<file path="src/rtl/core/lse_pkg.sv">
// Package with shared constants, register codes and result types of the LSB text extractor.
`default_nettype none
package lse_pkg;

  localparam int unsigned CHAN_W   = 8;   // width of one colour channel field
  localparam int unsigned BPC_W    = 4;   // bits_per_channel register width
  localparam int unsigned LEN_W    = 27;  // message_length register and byte counter width
  localparam int unsigned BYTE_W   = 8;   // one text byte
  localparam int unsigned NLANES   = 3;   // red, green, blue
  localparam int unsigned ACC_W    = 7;   // leftover stream bits between pixels
  localparam int unsigned HELD_W   = 3;   // count of leftover bits, 0..7
  localparam int unsigned CNT_W    = 2;   // bytes per pixel, 0..3
  localparam int unsigned CFG_IDX_W = 1;

  localparam logic [BPC_W-1:0] MAX_K = 4'd8;

  typedef enum logic [CFG_IDX_W-1:0] {
    REG_BPC     = 1'b0,
    REG_MSG_LEN = 1'b1
  } cfg_reg_e;

  // Bytes released by one pixel, earliest byte in slot 0.
  typedef struct packed {
    logic [NLANES-1:0][BYTE_W-1:0] bytes;
    logic [NLANES-1:0]             mend;
    logic [CNT_W-1:0]              cnt;
  } grp_t;

  // Everything the merge stage hands back for one pixel.
  typedef struct packed {
    grp_t              grp;
    logic [ACC_W-1:0]  acc;
    logic [HELD_W-1:0] held;
    logic [LEN_W-1:0]  emitted;
  } mrg_t;

endpackage
`default_nettype wire

</file>
<file path="src/rtl/core/lse_ifs.sv">
// Valid/ready channel interfaces for pixel items and text byte items.
`default_nettype none
interface lse_pix_if;
  import lse_pkg::*;
  logic              valid;
  logic              ready;
  logic [CHAN_W-1:0] red;
  logic [CHAN_W-1:0] green;
  logic [CHAN_W-1:0] blue;
  logic              first_pixel;

  modport source (output valid, red, green, blue, first_pixel, input ready);
  modport sink   (input valid, red, green, blue, first_pixel, output ready);
endinterface

interface lse_txt_if;
  import lse_pkg::*;
  logic              valid;
  logic              ready;
  logic [BYTE_W-1:0] text_byte;
  logic              last_of_pixel;
  logic              message_end;

  modport source (output valid, text_byte, last_of_pixel, message_end, input ready);
  modport sink   (input valid, text_byte, last_of_pixel, message_end, output ready);
endinterface
`default_nettype wire

</file>
<file path="src/rtl/core/lse_lane.sv">
// One channel lane: takes the low K bits of a channel, bit 0 first in stream order.
`default_nettype none
module lse_lane import lse_pkg::*; (
  input  logic [CHAN_W-1:0] chan_i,
  input  logic [BPC_W-1:0]  k_i,
  output logic [CHAN_W-1:0] seg_o
);

  logic [CHAN_W-1:0] rev;

  always_comb begin
    for (int b = 0; b < CHAN_W; b++) begin
      rev[CHAN_W-1-b] = chan_i[b];
    end
  end

  // Right-align the K stream bits; K of zero shifts everything out.
  assign seg_o = rev >> (MAX_K - k_i);

endmodule
`default_nettype wire

</file>
<file path="src/rtl/core/lse_merge.sv">
// Merge stage: joins the lane segments with leftover bits and cuts whole bytes.
`default_nettype none
module lse_merge import lse_pkg::*; (
  input  logic [NLANES-1:0][CHAN_W-1:0] seg_i,
  input  logic [BPC_W-1:0]              k_i,
  input  logic                          first_i,
  input  logic [ACC_W-1:0]              acc_i,
  input  logic [HELD_W-1:0]             held_i,
  input  logic [LEN_W-1:0]              emitted_i,
  input  logic [LEN_W-1:0]              msg_len_i,
  output mrg_t                          res_o
);

  logic [ACC_W-1:0]  a;
  logic [HELD_W-1:0] h;
  logic [LEN_W-1:0]  e;
  logic [4:0]        k1, k2, k3, tot, sh;
  logic [23:0]       nstr;
  logic [30:0]       v, vs;
  logic [CNT_W-1:0]  nb, cnt;
  logic [HELD_W-1:0] rem;
  logic [LEN_W-1:0]  diff;
  logic              open;

  always_comb begin
    a = first_i ? '0 : acc_i;
    h = first_i ? '0 : held_i;
    e = first_i ? '0 : emitted_i;

    k1 = {1'b0, k_i};
    k2 = k1 << 1;
    k3 = k2 + k1;

    // New stream bits, earliest in the highest position.
    nstr = ({16'b0, seg_i[0]} << k2) | ({16'b0, seg_i[1]} << k1) | {16'b0, seg_i[2]};
    v    = ({24'b0, a} << k3) | {7'b0, nstr};

    tot = {2'b0, h} + k3;
    nb  = tot[4:3];
    rem = tot[2:0];

    res_o = '0;
    for (int j = 0; j < NLANES; j++) begin
      sh = {2'b0, rem} + {nb - CNT_W'(j) - 2'd1, 3'b000};
      vs = v >> sh;
      res_o.grp.bytes[j] = vs[BYTE_W-1:0];
    end

    // Bytes past the message length are dropped.
    open = (e < msg_len_i);
    diff = msg_len_i - e;
    if (!open) begin
      cnt = '0;
    end else if (diff >= {25'b0, nb}) begin
      cnt = nb;
    end else begin
      cnt = diff[CNT_W-1:0];
    end
    for (int j = 0; j < NLANES; j++) begin
      res_o.grp.mend[j] = open && (diff == LEN_W'(j + 1));
    end

    res_o.grp.cnt = cnt;
    res_o.acc     = v[ACC_W-1:0] & ~(7'h7f << rem);
    res_o.held    = rem;
    res_o.emitted = e + {25'b0, cnt};
  end

endmodule
`default_nettype wire

</file>
<file path="src/rtl/core/lsb_stego_text_extractor.sv">
// Top level of the LSB text extractor: lanes, merge stage and byte output register.
// Data path: an accepted pixel sits in the lane register and is merged into the output
// register once that register is free, and its bytes are then offered from the output register.
// Throughput: one pixel per cycle while pixels yield at most one byte and the output is not
// stalled; a pixel that yields more bytes holds the output register until its last byte leaves.
// Reset (rst_ni low, asynchronous) empties both stages, clears the bit accumulator and the
// byte count, and sets bits_per_channel to 1 and message_length to 0.
`default_nettype none
module lsb_stego_text_extractor import lse_pkg::*; (
  input  wire logic                 clk_i,
  input  wire logic                 rst_ni,
  lse_pix_if.sink                   pix,
  lse_txt_if.source                 txt,
  input  wire logic                 cfg_we_i,
  input  wire logic [CFG_IDX_W-1:0] cfg_idx_i,
  input  wire logic [LEN_W-1:0]     cfg_data_i
);

  // Configuration registers.
  logic [BPC_W-1:0] bpc_q;
  logic [LEN_W-1:0] len_q;

  // Lane register: the three channel segments of one accepted pixel.
  logic                          s1_valid_q;
  logic [NLANES-1:0][CHAN_W-1:0] s1_seg_q;
  logic [BPC_W-1:0]              s1_k_q;
  logic                          s1_first_q;

  // Stream state carried from pixel to pixel.
  logic [ACC_W-1:0]  acc_q;
  logic [HELD_W-1:0] held_q;
  logic [LEN_W-1:0]  emitted_q;

  // Output register: the bytes of one pixel, handed out one per cycle while the output is not stalled.
  logic             grp_valid_q;
  grp_t             grp_q;
  logic [CNT_W-1:0] idx_q;

  logic [NLANES-1:0][CHAN_W-1:0] chan, seg;
  logic [BPC_W-1:0]              k_eff;
  mrg_t                          mrg;
  logic                          pix_acc, txt_acc, grp_last, grp_free, s1_adv;

  assign chan[0] = pix.red;
  assign chan[1] = pix.green;
  assign chan[2] = pix.blue;

  // A K beyond the channel width takes the whole channel.
  assign k_eff = (bpc_q > MAX_K) ? MAX_K : bpc_q;

  for (genvar l = 0; l < NLANES; l++) begin : g_lane
    lse_lane u_lane (
      .chan_i (chan[l]),
      .k_i    (k_eff),
      .seg_o  (seg[l])
    );
  end

  lse_merge u_merge (
    .seg_i     (s1_seg_q),
    .k_i       (s1_k_q),
    .first_i   (s1_first_q),
    .acc_i     (acc_q),
    .held_i    (held_q),
    .emitted_i (emitted_q),
    .msg_len_i (len_q),
    .res_o     (mrg)
  );

  // The output register frees up when it is empty or its last byte leaves this cycle.
  // The lane register moves on whenever the output register is free, even for a pixel
  // that yields no byte, so the stream state always advances in pixel order.
  assign grp_last  = (idx_q == grp_q.cnt - 2'd1);
  assign txt_acc   = txt.valid && txt.ready;
  assign grp_free  = !grp_valid_q || (txt.ready && grp_last);
  assign s1_adv    = s1_valid_q && grp_free;
  assign pix.ready = !s1_valid_q || grp_free;
  assign pix_acc   = pix.valid && pix.ready;

  assign txt.valid         = grp_valid_q;
  assign txt.text_byte     = grp_q.bytes[idx_q];
  assign txt.last_of_pixel = grp_last;
  assign txt.message_end   = grp_q.mend[idx_q];

  always_ff @(posedge clk_i or negedge rst_ni) begin
    if (!rst_ni) begin
      bpc_q <= BPC_W'(1);
      len_q <= '0;
    end else if (cfg_we_i) begin
      case (cfg_reg_e'(cfg_idx_i))
        REG_BPC:     bpc_q <= cfg_data_i[BPC_W-1:0];
        REG_MSG_LEN: len_q <= cfg_data_i;
        default: ;
      endcase
    end
  end

  always_ff @(posedge clk_i or negedge rst_ni) begin
    if (!rst_ni) begin
      s1_valid_q  <= 1'b0;
      acc_q       <= '0;
      held_q      <= '0;
      emitted_q   <= '0;
      grp_valid_q <= 1'b0;
      idx_q       <= '0;
    end else begin
      if (pix_acc) begin
        s1_valid_q <= 1'b1;
      end else if (s1_adv) begin
        s1_valid_q <= 1'b0;
      end

      if (s1_adv) begin
        acc_q     <= mrg.acc;
        held_q    <= mrg.held;
        emitted_q <= mrg.emitted;
      end

      // A pixel that yields bytes loads the output register as the old group leaves.
      if (s1_adv && (mrg.grp.cnt != '0)) begin
        grp_valid_q <= 1'b1;
        idx_q       <= '0;
      end else if (txt_acc) begin
        if (grp_last) begin
          grp_valid_q <= 1'b0;
        end else begin
          idx_q <= idx_q + 2'd1;
        end
      end
    end
  end

  // Payload registers follow their valid bits and need no reset.
  always_ff @(posedge clk_i) begin
    if (pix_acc) begin
      s1_seg_q   <= seg;
      s1_k_q     <= k_eff;
      s1_first_q <= pix.first_pixel;
    end
    if (s1_adv && (mrg.grp.cnt != '0)) begin
      grp_q <= mrg.grp;
    end
  end

endmodule
`default_nettype wire

</file>
<file path="src/flat_wrapper.sv">
// flat-port wrapper written by rule: the top's interface ports become plain ports
module lsb_stego_text_extractor_flat import lse_pkg::*;
  (clk_i, rst_ni, cfg_we_i, cfg_idx_i, cfg_data_i, pix_valid, pix_red, pix_green, pix_blue, pix_first_pixel, pix_ready, txt_valid, txt_text_byte, txt_last_of_pixel, txt_message_end, txt_ready);
  lse_pix_if pix_i ();
  lse_txt_if txt_i ();
  input  wire logic clk_i;
  input  wire logic rst_ni;
  input  wire logic cfg_we_i;
  input  wire logic [CFG_IDX_W-1:0] cfg_idx_i;
  input  wire logic [LEN_W-1:0] cfg_data_i;
  input wire logic [$bits(pix_i.valid)-1:0] pix_valid;
  input wire logic [$bits(pix_i.red)-1:0] pix_red;
  input wire logic [$bits(pix_i.green)-1:0] pix_green;
  input wire logic [$bits(pix_i.blue)-1:0] pix_blue;
  input wire logic [$bits(pix_i.first_pixel)-1:0] pix_first_pixel;
  output wire logic [$bits(pix_i.ready)-1:0] pix_ready;
  output wire logic [$bits(txt_i.valid)-1:0] txt_valid;
  output wire logic [$bits(txt_i.text_byte)-1:0] txt_text_byte;
  output wire logic [$bits(txt_i.last_of_pixel)-1:0] txt_last_of_pixel;
  output wire logic [$bits(txt_i.message_end)-1:0] txt_message_end;
  input wire logic [$bits(txt_i.ready)-1:0] txt_ready;
  assign pix_i.valid = pix_valid;
  assign pix_i.red = pix_red;
  assign pix_i.green = pix_green;
  assign pix_i.blue = pix_blue;
  assign pix_i.first_pixel = pix_first_pixel;
  assign pix_ready = pix_i.ready;
  assign txt_valid = txt_i.valid;
  assign txt_text_byte = txt_i.text_byte;
  assign txt_last_of_pixel = txt_i.last_of_pixel;
  assign txt_message_end = txt_i.message_end;
  assign txt_i.ready = txt_ready;
  lsb_stego_text_extractor u_core (.clk_i(clk_i), .rst_ni(rst_ni), .pix(pix_i), .txt(txt_i), .cfg_we_i(cfg_we_i), .cfg_idx_i(cfg_idx_i), .cfg_data_i(cfg_data_i));
endmodule
</file>
<file path="config.mk">
export PLATFORM = sky130hd
export DESIGN_NAME = lsb_stego_text_extractor_flat
export DESIGN_NICKNAME = d
export VERILOG_FILES = /design/src/rtl/core/lse_pkg.sv /design/src/rtl/core/lse_ifs.sv /design/src/rtl/core/lse_lane.sv /design/src/rtl/core/lse_merge.sv /design/src/rtl/core/lsb_stego_text_extractor.sv /design/src/flat_wrapper.sv
export SDC_FILE = /design/constraint.sdc
export NUM_CORES = 1
export LEC_CHECK = 0
export BUFFER_PORTS_ARGS = -buffer_cell sky130_fd_sc_hd__buf_2
export CORE_ASPECT_RATIO = 0.9
export CORE_MARGIN = 1
export CORE_UTILIZATION = 62
export DETAILED_ROUTE_END_ITERATION = 6
export PLACE_DENSITY_LB_ADDON = 0.12
export SLEW_MARGIN = 20
export SYNTH_ARGS = -nofsm -noshare
export SYNTH_HDL_FRONTEND = slang
export SYNTH_SLANG_ARGS = --single-unit
</file>
<file path="constraint.sdc">
create_clock -name clk_i -period 14 [get_ports clk_i]
set_clock_uncertainty 0.15 [all_clocks]
set_input_delay 2.8 -clock clk_i [delete_from_list [all_inputs] [get_ports clk_i]]
set_output_delay 2.8 -clock clk_i [all_outputs]
set_load 0.1 [all_outputs]
</file>
==> results <==
- For this block, the initial DRC count from the detailed router was 1390.
- IR analysis of the VDD net gives a maximum drop of 0.0001703 V.
- The region available for standard cell placement spans 18700 um2.
- The vertical die dimension is 134.1 um.
- The detailed placer's ending HPWL is 25.79 mm.
- The total of flip-flops plus latches after synthesis is 130.
- The share of synthesized registers carrying an async set or reset is 55.38%.
- Tracing the worst setup path back leads to its startpoint at u_core.s1_k_q[0].
- The post-route netlist has 16.55% of its cells at a drive strength greater than 1.
- The most frequent standard cell in the layout excluding fill and tap cells is sky130_fd_sc_hd__nand2_1.
- The worst max-slew margin expressed relative to the limit is 28.43%.
- The area growth from synthesis to layout is 8.614%.
- The cell repeated most along the worst path is sky130_fd_sc_hd__ha_1.
- The dominant cell type by area after synthesis is sky130_fd_sc_hd__dfrtp_1.
- In this run the number of H-tree levels came out at 4.
- The number of antenna diodes in the final layout is 0.
- The routed layout has 11290 vias.
- The buffer depth of the longest clock path is 2.
- The analysis attributes to net switching a power of 1.861 mW.
- The number of buffers created by CTS is 17.
- The net count after synthesis is 1486.
- The worst flop-to-flop path endpoint is u_core.emitted_q[26].
- The setup path with the least slack is of type flop to flop.
- The total number of placement rows is 47.
- The final instance area is 13050 um2.
- Setup repair after global routing left no endpoint under its margin.
- For this run, design rule violations remaining after detail routing come to 0.
- The number of distinct library cells after synthesis is 105.
- Clock-pin slew was measured on the worst setup and hold paths at 0.07 ns.
- The post-cts resize count is 0.
- Dividing the detail-routed wire length by the instance count gives 20.59 um.
- The final max-slew violation count is 0.
- TritonCTS built the clock tree.
- The kind of path behind the tightest hold check is flop to flop.
- The critical path data required time is 14.17 ns.
- The number of instances in the synthesized netlist is 1385.
- The highest cell delay on the worst timing path is 1.01 ns.
- The initial antenna violation count was 0.
- Static timing analysis puts the maximum clock frequency at 115.9 MHz.
- The leakage power of the design is 5.217 nW.
- The via count of the first global-routing pass came to 10160.
- The worst register-to-register path begins at u_core.s1_k_q[0].
- The count of buffers added by post-CTS timing repair for setup is 0.
- The internal power is 1.688 mW.
- During I/O placement, the number of pins put on the boundary was 70.
- After layout, the worst path uses 61.61% of the clock period.
- In this run, synthesis inferred 58 flip-flops with an integrated enable.
- For met3 alone, demand over resource in global routing was 8.707%.
- The number of nets at the end of the flow is 1502.
- The switching power share of the total is 52.43%.
- The power per standard cell area is 272.0 nW/um2.
- For the pin with the worst max-slew slack, the measured transition is 1.072 ns.
- The post-detailed-route via-to-cell ratio is 6.805.
- The global routing met1 resource utilization is 53.03%.
- The number of warning messages in the yosys log is 0.
- The overflow left after global routing is 0.
- Setup violations remaining at the end of the flow were counted as 0.
- At the end of routability-driven placement, the weighted congestion stood at 0.9988.
- The number of nets with antenna violations after routing is 0.
- In the layout the commonest cells are sky130_fd_sc_hd__nand2_1, sky130_fd_sc_hd__nor2_1, sky130_fd_sc_hd__o21ai_0.
- The first global-routing pass estimated 55.27 mm of wire.
- The number of sinks handled by clock tree synthesis is 130.
- The met2 usage is 50.91%.
- Sorting the synthesized cells by area gives the leading types as sky130_fd_sc_hd__dfrtp_1, sky130_fd_sc_hd__edfxtp_1, sky130_fd_sc_hd__mux2i_1, sky130_fd_sc_hd__mux2_2, sky130_fd_sc_hd__nand2_1.
- The arrival time of data at the critical path endpoint is 8.80 ns.
- Adding up every negative setup slack in the final design gives 0 ns.
- The clock latency on the worst-skew pair is 0.43 ns.
- The clock period minus worst slack is 8.625 ns.
- The cell sitting at the root of the clock tree is a sky130_fd_sc_hd__clkbuf_16.
- The total of buffers placed on input and output ports is 69.
- The flow ran to the end, and the final reports show no timing, DRC or antenna violations.
- Counting cells, the worst reg-to-reg path comes to 26.
- Once the floorplan was initialized, standard cells occupied 64.24% of the core.
- The most used flip-flop cell after synthesis is sky130_fd_sc_hd__dfrtp_1.
- After clock tree synthesis, the flow added hold-fix buffers numbering 0.
- The type of origin of the critical path is a flop.
- The number of hold violations in the final report came to 0.
- The critical path endpoint is u_core.emitted_q[26].
- The post-detailed-routing wire length is 34.16 mm.
- After global routing, the most crowded layer is met1.
- The first detailed-routing pass took 5 iterations.
- Along the worst path, the maximum fanout reaches 61.
- Across all register-to-register paths, the minimum setup slack is 5.37 ns.
- The total routing usage reported by global routing is 35.51%.
- The maximum number of pins on one net before global-route repair is 73.
- The area enclosed by the die boundary is 19940 um2.
- The part of the power in combinational logic is 68.4%.
- In this run, the clock network consumes 12.7% of the power.
- The average instance area after synthesis is 8.673 um2.
- Of the total power, registers draw 19.0%.
- The x dimension of the die is 148.7 um.
- The element type at the critical path end is a flop.
- The cell area after synthesis is 12010 um2.
- The register area share after synthesis is 29.51%.
- The number of maximum-capacitance constraint violations is 0.
- The fraction of post-synthesis cell area in the top cell type by area is 14.79%.
- The slowest stage of the critical path is the sky130_fd_sc_hd__fa_1 cell.
- Summing all placed instances gives a cell area of 12440 um2.
-- area by class of cell --
class	instances	area [um2]
clock buffers	17	425.4
clock inverters	15	181.4
fillers	1499	5653
inverters	35	131.4
multi-input cells	1133	7998
flip-flops and latches	130	3545
well taps	245	306.5
repair buffers	84	460.4
-- state kept, by name (all words and copies together), names as in the netlist --
register and cells:
u_core.grp_q 29, u_core.emitted_q 27, u_core.len_q 27, u_core.s1_seg_q 24, u_core.acc_q 7, u_core.bpc_q 4, u_core.s1_k_q 4, u_core.held_q 3
u_core.idx_q 2, u_core.s1_first_q 1, u_core.s1_valid_q 1, u_core.txt.valid 1
-- cells by family after synthesis --
family / synth area share [%]
simple gates: 19.81
compound gates: 23.57
mux: 15.67
flops: 29.51
buf+inv: 4.177
fa+ha+maj: 4.729
xor+xnor: 2.541
-- stage by stage --
| step | setup slack [ns] | utilization, % | hold WS [ns] | std cells | total power, mW |
|---|---|---|---|---|---|
| 3_5_place_dp | 5.523 | 66.50 | 0.3139 | 1627 | 3.027 |
| 3_3_place_gp | 5.669 | 66.50 | 0.3052 | 1627 | 3.003 |
| 4_1_cts | 5.486 | 69.74 | 0.3287 | 1659 | 3.503 |
| 6_report | 5.375 | 69.77 | 0.3271 | 1659 | 3.549 |
| 2_1_floorplan | 7.268 | - | 0.2879 | 1385 | 2.496 |
| 5_1_grt | 4.763 | 69.77 | 0.3699 | 1659 | 3.769 |
-- worst min path at each step --
stage,to,slack [ns],cells past startpoint,from
3_3_place_gp,u_core.held_q[2],0.31,2,u_core.held_q[2]
6_report,u_core.held_q[2],0.33,2,u_core.held_q[2]
3_5_place_dp,u_core.held_q[1],0.31,2,u_core.held_q[1]
5_1_grt,u_core.held_q[1],0.37,2,u_core.held_q[1]
2_1_floorplan,u_core.emitted_q[0],0.29,2,u_core.emitted_q[0]
4_1_cts,u_core.held_q[1],0.33,2,u_core.held_q[1]
-- per-layer routing --
layer,up-vias,routed length [um],share of wire (%)
li1,5294,-,-
met1,5398,15920,47
met2,552,14510,42
met3,45,3230,9.5
met4,0,493,1.4
met5,-,0,0
-- Yosys cell counts, drive strengths merged, types with 10 or more instances --
cell type and count:
dfrtp 71, a21o 16, o31ai 10, edfxtp 58, nand4 19, a22o 15, buf 24, nand2 168
mux2 63, clkbuf 63, o22ai 13, a221oi 11, and2 12, nor2 106, nor2b 18, ha 39
xnor2 16, inv 31, a21oi 75, xor2 18, mux2i 80, nand2b 16, a211oi 19, nor3 33
o21a 17, or3 13, o211ai 14, mux4 16, nand3 56, o21ai 104, and3 15, a31oi 19
-- power by group through the flow --
stage | Sequential (mW) | Clock [mW] | Combinational, mW
floorplan | 0.649 | 0 | 1.85
finish | 0.673 | 0.450 | 2.43
CTS | 0.673 | 0.455 | 2.38
detailed placement | 0.679 | 0 | 2.35
global route | 0.687 | 0.469 | 2.61
global placement | 0.675 | 0 | 2.33
-- critical path: cells and delay by family, from the launching register on --
family                   cells  cell delay, ns
XOR/XNOR                     2            0.31
AND/OR/NAND/NOR             10            2.53
flip-flops                   1            0.38
buffers and inverters        4            1.29
AO/OA/AOI/OAI                4            0.83
adder cells (fa/ha/maj)      6            3.03
(Power assumes the default switching activity.)
